## config.mk

```make
export PLATFORM = sky130hd
export DESIGN_NAME = note_onset_quantizer
export DESIGN_NICKNAME = d
export VERILOG_FILES = /design/src/hdl/nq_pkg.sv /design/src/hdl/nq_ctrl.sv /design/src/hdl/nq_dp.sv /design/src/hdl/note_onset_quantizer.sv
export VERILOG_INCLUDE_DIRS = /design/src /design/src/hdl
export SDC_FILE = /design/constraint.sdc
export NUM_CORES = 2
export LEC_CHECK = 0
export BUFFER_PORTS_ARGS = -buffer_cell sky130_fd_sc_hd__buf_2
export CAP_MARGIN = 10
export CORE_MARGIN = 8
export CORE_UTILIZATION = 62
export CTS_CLUSTER_SIZE = 28
export DETAILED_ROUTE_END_ITERATION = 10
export PLACE_DENSITY = 0.79
export SLEW_MARGIN = 10
export SYNTH_ARGS = -nofsm -noshare
export SYNTH_HDL_FRONTEND = slang
export SYNTH_SLANG_ARGS = --single-unit
```

## constraint.sdc

```tcl
create_clock -name clk -period 9.4 [get_ports clk]
set_input_delay 1.88 -clock clk [delete_from_list [all_inputs] [get_ports clk]]
set_output_delay 1.88 -clock clk [all_outputs]
set_load 0.01 [all_outputs]
```

## src/hdl/assert_macros.svh

```systemverilog
// Assertion macros shared by the RTL; all expand to nothing under NO_ASSERTIONS.
`ifndef ASSERT_MACROS_SVH
`define ASSERT_MACROS_SVH

`ifndef NO_ASSERTIONS

// Holds on every clock edge outside reset.
`define ASSERT_ALWAYS(label, expr) \
  label: assert property (@(posedge clk) disable iff (rst) (expr)) \
    else $error("assertion failed");

// Same-cycle implication.
`define ASSERT_IMPLIES(label, ante, cons) \
  label: assert property (@(posedge clk) disable iff (rst) (ante) |-> (cons)) \
    else $error("assertion failed");

// Next-cycle implication.
`define ASSERT_NEXT(label, ante, cons) \
  label: assert property (@(posedge clk) disable iff (rst) (ante) |=> (cons)) \
    else $error("assertion failed");

`else

`define ASSERT_ALWAYS(label, expr)
`define ASSERT_IMPLIES(label, ante, cons)
`define ASSERT_NEXT(label, ante, cons)

`endif

`endif

```

## src/hdl/nq_pkg.sv

```systemverilog
// Shared types and constants of the note onset quantizer.
package nq_pkg;

  localparam logic [1:0] OP_NOTE  = 2'd0;
  localparam logic [1:0] OP_TICK  = 2'd1;
  localparam logic [1:0] OP_PULSE = 2'd2;

  localparam logic [1:0] REG_ENABLED     = 2'd0;
  localparam logic [1:0] REG_QUANTIZE_ON = 2'd1;
  localparam logic [1:0] REG_NOTE_REPEAT = 2'd2;

  localparam logic [8:0] UNITY_STRENGTH = 9'd256;
  localparam logic [6:0] VEL_MAX        = 7'd127;

  // Controller to datapath.
  typedef struct packed {
    logic load;        // latch the input item
    logic start_walk;  // clear walk index, note a pulse
    logic note;        // process a note event
    logic walk_off;    // emit and clear a pending off at the walk index
    logic walk_on;     // emit the onset at the walk index
    logic next_idx;    // step the walk index
    logic flush;       // release the held result as the last one
  } cmd_t;

  // Datapath to controller.
  typedef struct packed {
    logic [1:0] op;
    logic       pulse_seen;
    logic       need_off;
    logic       need_on;
    logic       idx_last;
    logic       can_emit;
    logic       hold_valid;
    logic       out_free;
  } stat_t;

endpackage

```

## src/hdl/nq_ctrl.sv

```systemverilog
// Sequencing controller of the note onset quantizer.
module nq_ctrl (
  input  logic          clk,
  input  logic          rst,
  input  logic          in_valid,
  output logic          in_stall,
  input  nq_pkg::stat_t stat,
  output nq_pkg::cmd_t  cmd
);
  import nq_pkg::*;

  localparam logic [2:0] S_IDLE     = 3'd0;
  localparam logic [2:0] S_DISPATCH = 3'd1;
  localparam logic [2:0] S_NOTE     = 3'd2;
  localparam logic [2:0] S_WALK_OFF = 3'd3;
  localparam logic [2:0] S_WALK_ON  = 3'd4;
  localparam logic [2:0] S_FLUSH    = 3'd5;

  logic [2:0] state;
  logic [2:0] state_next;

  always_ff @(posedge clk) begin
    if (rst) begin
      state <= S_IDLE;
    end else begin
      state <= state_next;
    end
  end

  assign in_stall = (state != S_IDLE);

  always_comb begin
    state_next = state;
    cmd        = '0;
    case (state)
      S_IDLE: begin
        if (in_valid) begin
          cmd.load   = 1'b1;
          state_next = S_DISPATCH;
        end
      end
      S_DISPATCH: begin
        case (stat.op)
          OP_NOTE: begin
            state_next = S_NOTE;
          end
          OP_TICK: begin
            if (!stat.pulse_seen) begin
              cmd.start_walk = 1'b1;
              state_next     = S_WALK_OFF;
            end else begin
              state_next = S_FLUSH;
            end
          end
          OP_PULSE: begin
            cmd.start_walk = 1'b1;
            state_next     = S_WALK_OFF;
          end
          default: begin
            state_next = S_FLUSH;
          end
        endcase
      end
      S_NOTE: begin
        if (stat.can_emit) begin
          cmd.note   = 1'b1;
          state_next = S_FLUSH;
        end
      end
      S_WALK_OFF: begin
        if (!stat.need_off || stat.can_emit) begin
          cmd.walk_off = 1'b1;
          state_next   = S_WALK_ON;
        end
      end
      S_WALK_ON: begin
        if (!stat.need_on || stat.can_emit) begin
          cmd.walk_on = 1'b1;
          if (stat.idx_last) begin
            state_next = S_FLUSH;
          end else begin
            cmd.next_idx = 1'b1;
            state_next   = S_WALK_OFF;
          end
        end
      end
      S_FLUSH: begin
        if (!stat.hold_valid) begin
          state_next = S_IDLE;
        end else if (stat.out_free) begin
          cmd.flush  = 1'b1;
          state_next = S_IDLE;
        end
      end
      default: begin
        state_next = S_IDLE;
      end
    endcase
  end

endmodule

```

## src/hdl/nq_dp.sv

```systemverilog
// Datapath of the note onset quantizer: registers, pitch table, scaling and result staging.
module nq_dp #(
  parameter int NUM_PITCHES = 32
) (
  input  logic              clk,
  input  logic              rst,
  input  logic              cfg_valid,
  input  logic [1:0]        cfg_index,
  input  logic              cfg_data,
  input  logic [1:0]        operation,
  input  logic [6:0]        pitch,
  input  logic [6:0]        velocity,
  input  logic signed [8:0] voice,
  input  logic [8:0]        strength,
  input  nq_pkg::cmd_t      cmd,
  output nq_pkg::stat_t     stat,
  input  logic              out_stall,
  output logic              out_valid,
  output logic [6:0]        out_pitch,
  output logic [6:0]        out_velocity,
  output logic signed [8:0] out_voice,
  output logic              last
);
  import nq_pkg::*;

  localparam int IDX_W = (NUM_PITCHES > 1) ? $clog2(NUM_PITCHES) : 1;

  logic enabled;
  logic quantize_on;
  logic note_repeat;

  logic [1:0] cur_op;
  logic [6:0] cur_pitch;
  logic [6:0] cur_vel;
  logic [8:0] cur_voice;
  logic [8:0] cur_strength;

  logic [6:0]             tbl_vel   [NUM_PITCHES];
  logic [8:0]             tbl_voice [NUM_PITCHES];
  logic [NUM_PITCHES-1:0] held;
  logic [NUM_PITCHES-1:0] played;
  logic [NUM_PITCHES-1:0] offp;
  logic [NUM_PITCHES-1:0] offpre;
  logic                   pulse_seen;
  logic [IDX_W-1:0]       idx;

  logic       hold_valid;
  logic [6:0] hold_pitch;
  logic [6:0] hold_vel;
  logic [8:0] hold_voice;

  logic [IDX_W-1:0] rd_addr;
  logic [6:0]       rd_vel;
  logic [8:0]       rd_voice;
  logic             passthrough;
  logic             in_range;
  logic             retrig;
  logic [8:0]       scale;
  logic [15:0]      prod;
  logic [6:0]       on_vel;
  logic             out_free;
  logic             can_emit;
  logic             emit;
  logic [6:0]       e_pitch;
  logic [6:0]       e_vel;
  logic [8:0]       e_voice;

  // Config registers
  always_ff @(posedge clk) begin
    if (rst) begin
      enabled     <= 1'b1;
      quantize_on <= 1'b1;
      note_repeat <= 1'b0;
    end else if (cfg_valid) begin
      case (cfg_index)
        REG_ENABLED:     enabled     <= cfg_data;
        REG_QUANTIZE_ON: quantize_on <= cfg_data;
        REG_NOTE_REPEAT: note_repeat <= cfg_data;
        default: ;
      endcase
    end
  end

  // Item latch
  always_ff @(posedge clk) begin
    if (cmd.load) begin
      cur_op       <= operation;
      cur_pitch    <= pitch;
      cur_vel      <= velocity;
      cur_voice    <= voice;
      cur_strength <= strength;
    end
  end

  // One shared table read port: pitch for note events, walk index otherwise.
  assign rd_addr     = (cur_op == OP_NOTE) ? cur_pitch[IDX_W-1:0] : idx;
  assign rd_vel      = tbl_vel[rd_addr];
  assign rd_voice    = tbl_voice[rd_addr];
  assign passthrough = !enabled || !quantize_on;
  assign in_range    = ({1'b0, cur_pitch} < 8'(NUM_PITCHES));
  assign retrig      = (offp[rd_addr] || offpre[rd_addr] || held[rd_addr]) &&
                       (rd_voice != cur_voice);

  assign scale  = (cur_op == OP_PULSE) ? cur_strength : UNITY_STRENGTH;
  assign prod   = 16'(rd_vel) * 16'(scale);
  assign on_vel = (prod[15:8] > 8'(VEL_MAX)) ? VEL_MAX : prod[14:8];

  assign out_free = !out_valid || !out_stall;
  assign can_emit = !hold_valid || out_free;

  always_comb begin
    emit    = 1'b0;
    e_pitch = cur_pitch;
    e_vel   = 7'd0;
    e_voice = rd_voice;
    if (cmd.note) begin
      if (passthrough) begin
        emit    = 1'b1;
        e_vel   = cur_vel;
        e_voice = cur_voice;
      end else if (in_range && (cur_vel != 7'd0) && retrig) begin
        emit = 1'b1;
      end
    end
    if (cmd.walk_off && offp[rd_addr]) begin
      emit    = 1'b1;
      e_pitch = 7'(idx);
    end
    if (cmd.walk_on && (rd_vel != 7'd0)) begin
      emit    = 1'b1;
      e_pitch = 7'(idx);
      e_vel   = on_vel;
    end
  end

  // Pitch table
  always_ff @(posedge clk) begin
    if (rst) begin
      for (int i = 0; i < NUM_PITCHES; i++) begin
        tbl_vel[i]   <= 7'd0;
        tbl_voice[i] <= 9'd0;
      end
      held       <= '0;
      played     <= '0;
      offp       <= '0;
      offpre     <= '0;
      pulse_seen <= 1'b0;
      idx        <= '0;
    end else begin
      if (cmd.start_walk) begin
        idx <= '0;
        if (cur_op == OP_PULSE) begin
          pulse_seen <= 1'b1;
        end
      end
      if (cmd.next_idx) begin
        idx <= idx + 1'b1;
      end
      if (cmd.note && !passthrough && in_range) begin
        if (cur_vel != 7'd0) begin
          if (retrig) begin
            offp[rd_addr]   <= 1'b0;
            offpre[rd_addr] <= 1'b0;
          end
          tbl_vel[rd_addr]   <= cur_vel;
          tbl_voice[rd_addr] <= cur_voice;
          held[rd_addr]      <= 1'b1;
          played[rd_addr]    <= 1'b0;
        end else begin
          if (played[rd_addr]) begin
            offp[rd_addr] <= 1'b1;
          end else begin
            offpre[rd_addr] <= 1'b1;
          end
          if (note_repeat) begin
            tbl_vel[rd_addr] <= 7'd0;
          end
          held[rd_addr] <= 1'b0;
        end
      end
      if (cmd.walk_off) begin
        offp[rd_addr] <= 1'b0;
      end
      if (cmd.walk_on && (rd_vel != 7'd0)) begin
        played[rd_addr] <= 1'b1;
        if (!note_repeat) begin
          tbl_vel[rd_addr] <= 7'd0;
        end
        if (note_repeat || offpre[rd_addr]) begin
          offp[rd_addr] <= 1'b1;
        end
        offpre[rd_addr] <= 1'b0;
      end
    end
  end

  // One-deep hold so the final result of a run can be marked last.
  always_ff @(posedge clk) begin
    if (rst) begin
      hold_valid <= 1'b0;
    end else if (emit) begin
      hold_valid <= 1'b1;
    end else if (cmd.flush) begin
      hold_valid <= 1'b0;
    end
  end

  always_ff @(posedge clk) begin
    if (emit) begin
      hold_pitch <= e_pitch;
      hold_vel   <= e_vel;
      hold_voice <= e_voice;
    end
  end

  always_ff @(posedge clk) begin
    if (rst) begin
      out_valid <= 1'b0;
    end else if ((emit && hold_valid) || cmd.flush) begin
      out_valid <= 1'b1;
    end else if (!out_stall) begin
      out_valid <= 1'b0;
    end
  end

  always_ff @(posedge clk) begin
    if ((emit && hold_valid) || cmd.flush) begin
      out_pitch    <= hold_pitch;
      out_velocity <= hold_vel;
      out_voice    <= hold_voice;
      last         <= cmd.flush;
    end
  end

  assign stat.op         = cur_op;
  assign stat.pulse_seen = pulse_seen;
  assign stat.need_off   = offp[rd_addr];
  assign stat.need_on    = (rd_vel != 7'd0);
  assign stat.idx_last   = (idx == IDX_W'(NUM_PITCHES - 1));
  assign stat.can_emit   = can_emit;
  assign stat.hold_valid = hold_valid;
  assign stat.out_free   = out_free;

endmodule

```

## src/hdl/note_onset_quantizer.sv

```systemverilog
// Note onset quantizer: holds notes in a per-pitch table and releases them on grid ticks.
// Note event: its result, if any, goes through the hold and out marked last; input stalls till then.
// Tick or pulse: the walk gives each table entry an off step and an onset step, since an
// entry may give an off and an onset and one result moves per cycle when the output is free;
// a tick after the first pulse is ignored. One item at a time; output stalls hold any result.
// Synchronous reset clears table, pulse flag and handshakes; enabled, quantize_on 1, repeat 0.
`include "assert_macros.svh"

module note_onset_quantizer #(
  parameter int NUM_PITCHES = 32
) (
  input  logic              clk,
  input  logic              rst,
  input  logic              cfg_valid,
  output logic              cfg_ready,
  input  logic [1:0]        cfg_index,
  input  logic              cfg_data,
  input  logic              in_valid,
  output logic              in_stall,
  input  logic [1:0]        operation,
  input  logic [6:0]        pitch,
  input  logic [6:0]        velocity,
  input  logic signed [8:0] voice,
  input  logic [8:0]        strength,
  output logic              out_valid,
  input  logic              out_stall,
  output logic [6:0]        out_pitch,
  output logic [6:0]        out_velocity,
  output logic signed [8:0] out_voice,
  output logic              last
);
  import nq_pkg::*;

  cmd_t  cmd;
  stat_t stat;

  assign cfg_ready = 1'b1;

  nq_ctrl u_ctrl (
    .clk      (clk),
    .rst      (rst),
    .in_valid (in_valid),
    .in_stall (in_stall),
    .stat     (stat),
    .cmd      (cmd)
  );

  nq_dp #(
    .NUM_PITCHES (NUM_PITCHES)
  ) u_dp (
    .clk          (clk),
    .rst          (rst),
    .cfg_valid    (cfg_valid),
    .cfg_index    (cfg_index),
    .cfg_data     (cfg_data),
    .operation    (operation),
    .pitch        (pitch),
    .velocity     (velocity),
    .voice        (voice),
    .strength     (strength),
    .cmd          (cmd),
    .stat         (stat),
    .out_stall    (out_stall),
    .out_valid    (out_valid),
    .out_pitch    (out_pitch),
    .out_velocity (out_velocity),
    .out_voice    (out_voice),
    .last         (last)
  );

  // A new item never finds a result left in the hold.
  `ASSERT_IMPLIES(a_accept_hold_empty, in_valid && !in_stall, !stat.hold_valid)
  // At most one table step per cycle.
  `ASSERT_ALWAYS(a_one_step, $onehot0({cmd.note, cmd.walk_off, cmd.walk_on, cmd.flush}))
  // Final result only moves into a free output register.
  `ASSERT_IMPLIES(a_flush_free, cmd.flush, stat.out_free)
  // After the last result the block takes input again.
  `ASSERT_NEXT(a_flush_idle, cmd.flush, !in_stall && out_valid && last)

endmodule

```

; ---- Word-level counts from Yosys, hierarchy flattened
; Memories as Yosys holds them, arrays and structs flattened.
; Index checks and enable logic that the tools add are counted.
[totals]
mem_count = 2
word_cells = 205
register_bits = 223
input_bits = 42
mem_bits_rw = 512
[op_classes]
order_cmp = 4
multipliers = 1
n_eq_ne = 17
addsub = 1
n_mux = 99
n_reduce_logical = 42
bitwise = 14
[mem_list]
columns = memory, words, word_bits, rd, rd_clocked_by_memory_dff, wr, line
row1 = u_dp.tbl_voice, 32, 9, 1, 0, 32, nq_dp.sv:39  ; logic [8:0] tbl_voice [NUM_PITCHES];
row2 = u_dp.tbl_vel, 32, 7, 1, 0, 32, nq_dp.sv:38  ; logic [6:0] tbl_vel [NUM_PITCHES];
[op_table]
columns = cell, n
row1 = 32-bit 2-to-1 mux, 20
row2 = 32-bit AND, 6
row3 = 32-bit bitwise OR, 5
row4 = 7-bit 2-to-1 mux, 7
row5 = 1-bit 2-to-1 mux, 43
row6 = 9-bit 2-to-1 mux, 4
row7 = 5-bit 2-to-1 mux, 7
row8 = 32-bit NOT, 1
row9 = 3-bit 2-to-1 mux, 8
row10 = 1-bit binary-select mux with 5-bit select, 4
row11 = 3-bit one-hot mux with 6 select lines, 1
row12 = 7-bit by 9-bit multiplier with 16-bit output, 1
row13 = 7-bit nonzero test, 2
row14 = 1-bit logical AND, 9
row15 = 1-bit logical OR, 9
row16 = 9-bit inequality test, 1
row17 = 3-bit one-hot mux with 3 select lines, 1
row18 = 9-bit OR reduction, 1
row19 = "8-bit by 7-bit greater-than comparator with 1-bit output, second input constant", 1
row20 = 1-bit logical NOT, 8
row21 = "2-bit by 1-bit inequality test with 1-bit output, second input constant", 4
row22 = 2-bit AND reduction, 4
row23 = "7-bit by 6-bit < comparator with 1-bit output, second input constant", 1
row24 = 7-bit OR reduction, 1
row25 = 21 further kinds, 29

; ---- Longest topological paths before layout
[depth]
word_depth = 18
depth_mapped = 33

; ---- Hierarchy
; From an unflattened synthesis, not the netlist that was laid out.
[unflattened]
cells_unflattened = 2764
area_unflattened_um2 = 35627.9
[modules_own_cells]
columns = mod, area_each_um2, instances, cells_per_inst
row1 = nq_dp, 35172.5, 1, 2706
row2 = nq_ctrl, 444.2, 1, 56
row3 = note_onset_quantizer, 11.3, 1, 2

; ---- Least setup slack after synthesis
; OpenSTA, ideal clock, no wires.
[synth_timing]
path_kind = register -> register
from = reg u_dp.cur_op[0]
to = reg u_dp.hold_vel[6], data pin
t_required_ps = 9139
path_buffers = 4
period_less_slack_ps = 7138
setup_time_ps = 261
arrival_ps = 6878
stages_incl_launch_ff = 29
path_slack_ps = 2262
cell_sequence = edfxtp_1 inv_1 ha_1 buf_6 mux2i_4 buf_2 buf_2 mux4_2 nand2_1 and4_1 clkbuf_1 nor2_1 fa_1 inv_1 fa_1 inv_1 fa_1 inv_1 fa_1 inv_1 ha_1 o211ai_1 a41oi_1 and2_1 a41o_1 o211a_1 or2_2 xor2_1 a221o_1
[synth_via]
elab_chain_cells = 10
[synth_lines]
columns = element, line
row1 = "start, declared", nq_dp.sv:32  ; logic [1:0] cur_op;
row2 = "start signal, assigned", nq_dp.sv:87  ; cur_op <= operation;
row3 = "parallel branches: the longest is 9 deep, another holds 7-bit by 9-bit multiplier with 16-bit output", -
row4 = 7-bit 2-to-1 mux (*), nq_dp.sv:129  ; if (cmd.walk_on && (rd_vel != 7'd0)) begin
row5 = net u_dp.e_vel[6], nq_dp.sv:65  ; logic [6:0] e_vel;
row6 = "end signal, assigned", nq_dp.sv:211  ; hold_vel <= e_vel;
row7 = "end, declared", nq_dp.sv:49  ; logic [6:0] hold_vel;
; Mark *: on every way through the listed nets, which the timed path passes.
; A chain may end at the register's enable or synchronous reset.

; ---- Worst setup path after layout
[layout_timing]
from = reg u_dp.cur_op[1]
to = reg u_dp.hold_vel[6], data pin
; Same word-level chain as after synthesis.

==> metrics <==
result of the run=complete, no violations; HPWL after detailed placement=76260 um; crit share post-route=94.43%; worst skew pair latency=0.64 ns; die outline width=254.8 um; final hold vios=0; EDFF count, synth=593; Max Used Layer=met4; max-slew headroom at the worst pin=12.73%; warning count from the yosys run=0; metal2 WL=50230 um; final core area utilization=69.24%; mean cell area of the mapped netlist=11.85 sq um; proportion of layout cells with a drive suffix above 1=15.10%; Leakage=0.01358 uW; slack of the worst reg-to-reg path=0.52 ns; sinks on the clock net=735; min-delay worst type=reg2reg; FFs w/ async S/R, synth=0%; register bit total from synthesis=735; number of slew-limit violations in the final report=0; wire length after detailed routing=113400 um; Area after DPL=36530 sq um; required time of the critical path=9.77 ns; most used cell along the critical path=sky130_fd_sc_hd__fa_1; number of buffers inserted by post-CTS setup repair=0; GRT Util Overall=34.69%; Vias/cell=7.026; core area=56390 sq um; starting density of the core=62.72%; slowest library cell on the worst path=sky130_fd_sc_hd__nor2_1; kind of cell adding the most delay to the critical path=adder cells; TritonCTS Buffers=75; Metal-1 WL=39720 um; area grow syn2layout=10.40%; Period minus WS final=8.877 ns; number of H-tree branching levels=3; largest net degree at the start of global routing=107; DRC violation count after routing=0; Total Nets Final=3111; timing-limited maximum frequency=112.7 MHz; commonest register cell after synthesis=sky130_fd_sc_hd__edfxtp_1; slowest stage delay, CP=0.89 ns; final count of negative-setup-slack endpoints=0; routed len/inst=29.71 um; data arrival time of the critical path=9.24 ns; total die area=64940 sq um; Post-Route Skew=0.03146 ns; setup tns final=0 ns; number of buffers inserted by hold repair at cts=0; Routed met3 length=16280 um; Peak VDD IR=0.1728 mV; TritonCTS clock tree=yes; number of buffers on the longest clock path=3; number of antenna violations at the first check in global routing=1; router iterations before antenna repair=7; cell at the root of the clock tree=sky130_fd_sc_hd__clkbuf_16; Max Cap Violations=0; vias after detailed routing=26810; commonest non-fill, non-tap cell in the layout=sky130_fd_sc_hd__edfxtp_1; DRC violation total after the first TritonRoute iteration=4297; num rows=87; post-cts sizing count=0; vias in the first global route=25460; count of nets left with antenna violations after detail routing=0; sort of element at the start of the critical path=register; Buffers on Ports=67; kind of critical path=reg2reg; routability congestion estimate from global placement=0.9745; count of different cell masters after synthesis=89; Pwr Density=195.8 nW/um^2; leftover overflow at the end of global routing=0; CP max FO=22; syn_nets=3098; vertical die dimension=254.8 um; Worst-Margin Slew=1.300 ns; commonest cells after routing, fill and taps aside=sky130_fd_sc_hd__edfxtp_1 (593), sky130_fd_sc_hd__nor2_1 (365), sky130_fd_sc_hd__and2_1 (204), sky130_fd_sc_hd__o21ai_0 (164), sky130_fd_sc_hd__dfxtp_1 (142); sequential element share of the synthesized area=58.39%; number of standard cells after synthesis=2984; clock transition at the registers of the reported paths=0.06 ns; CP Capture Type=register; post-route design area=39040 sq um; first-pass GRT wire length=166700 um; total of fill cells in the finished design=3971; Bufs and invs on worst path=4; Mapped Area=35370 sq um; setup repair after global routing missed its margin=false; total I/O pin count=69
state kept, by name, summed over array words and instances (netlist names), 2 cells and up, named ones only:
signal and cells:
u_dp.offpre 32, u_dp.cur_pitch 7, u_dp.hold_voice 9, u_dp.played 32
u_dp.tbl_vel 224, u_dp.cur_strength 9, u_dp.idx 5, u_dp.out_voice 9
u_dp.hold_vel 7, u_dp.cur_voice 9, u_dp.cur_vel 7, u_dp.out_velocity 7
u_ctrl.state 3, u_dp.tbl_voice 288, u_dp.offp 32, u_dp.hold_pitch 7
u_dp.out_pitch 7, u_dp.cur_op 2
cell type report:
class,instances,area (sq um),area share (%)
Multi-Input combinational cell,1911,13340,34.17
Timing Repair Buffer,191,1281,3.282
Tap cell,756,945.9,2.423
Clock buffer,114,2240,5.736
Inverter,83,312.8,0.8012
Clock inverter,25,269.0,0.6890
Sequential cell,735,20650,52.89
Antenna cell,1,2.502,0.006409
layer usage:
layer	global-route usage, %	up-vias
met5	0	-
li1	-	11120
met1	45.46	13000
met2	52.65	2255
met4	18.10	0
met3	9.929	437
kinds of logic (layout without fill, tap and decap cells):
group           count (synthesis)  after routing  synth area share, %
simple gates                 1019           1019                14.34
flops                         735            735                58.39
compound gates                659            659                12.94
buf+inv                       338            413                4.125
mux                           145            145                6.577
fa+ha+maj                      72             72                3.248
xor+xnor                       15             15               0.3715
other cells                     1              2              0.01060
worst reg2reg max path: stages (launching register included):
cell,delay (ns)
sky130_fd_sc_hd__edfxtp_1,0.43
sky130_fd_sc_hd__inv_1,0.14
sky130_fd_sc_hd__ha_1,0.63
sky130_fd_sc_hd__buf_4,0.38
sky130_fd_sc_hd__and3b_1,0.52
sky130_fd_sc_hd__nor2_1,0.89
sky130_fd_sc_hd__o22ai_1,0.16
sky130_fd_sc_hd__o21ai_0,0.42
sky130_fd_sc_hd__and4_1,0.60
sky130_fd_sc_hd__and3_1,0.25
sky130_fd_sc_hd__fa_1,0.44
sky130_fd_sc_hd__fa_1,0.49
sky130_fd_sc_hd__fa_1,0.50
sky130_fd_sc_hd__inv_1,0.05
sky130_fd_sc_hd__fa_1,0.47
sky130_fd_sc_hd__inv_1,0.05
sky130_fd_sc_hd__ha_1,0.28
sky130_fd_sc_hd__o21a_1,0.18
sky130_fd_sc_hd__o21ai_0,0.17
sky130_fd_sc_hd__a41oi_1,0.10
sky130_fd_sc_hd__and2_1,0.20
sky130_fd_sc_hd__a41o_1,0.29
sky130_fd_sc_hd__o211a_1,0.26
sky130_fd_sc_hd__or2_2,0.28
sky130_fd_sc_hd__xor2_1,0.14
sky130_fd_sc_hd__a221o_1,0.30
synth_stat cells, drive strengths merged (15+ instances only):
library cell,instances,area [sq um]
a31o,32,280.3
mux2,16,183.9
nor2,366,1374
o32ai,40,350.3
o21a,28,210.2
o21ai,185,929.7
ha,39,488.0
mux2i,62,633.1
nor3,121,605.6
and2,204,1276
inv,82,307.8
a31oi,15,93.84
o22ai,29,181.4
a311oi,34,315.3
a21oi,116,584.3
mux4,67,1509
dfxtp,142,2843
nor4,15,148.9
nand3,65,325.3
buf,53,389.1
nor2b,15,93.84
o21bai,17,127.6
a22oi,31,232.7
clkbuf,202,758.2
a211oi,35,412.9
fa,33,660.6
edfxtp,593,17810
nand2,137,516.8
where the power goes:
part,switching [uW],internal (uW)
logic,602,283
registers,78.9,3640
clock network,1270,1770
stage by stage:
step | hold WS, ns | setup slack, ns | power [uW] | cells
floorplan | 0.4003 | 2.262 | 4311 | 2984
CTS | 0.4087 | 0.7712 | 7613 | 3815
detailed placement | 0.4045 | 0.8498 | 4635 | 3676
finish | 0.4143 | 0.5232 | 7643 | 3816
global route | 0.4216 | 0.3012 | 7820 | 3815
global placement | 0.4047 | 1.174 | 4615 | 3676
worst paths after layout:
check                                                      start                     endpoint  cells after the start
worst min register to register  u_dp.hold_pitch[6]$_SDFFCE_PP0P_  u_dp.out_pitch[6]$_DFFE_PP_                      0
worst max-delay path                    u_dp.cur_op[1]$_DFFE_PP_   u_dp.hold_vel[6]$_DFFE_PP_                     25
worst min-delay path            u_dp.hold_pitch[6]$_SDFFCE_PP0P_  u_dp.out_pitch[6]$_DFFE_PP_                      0
worst max register to register          u_dp.cur_op[1]$_DFFE_PP_   u_dp.hold_vel[6]$_DFFE_PP_                     25
Power figures use the tool's default switching activity.
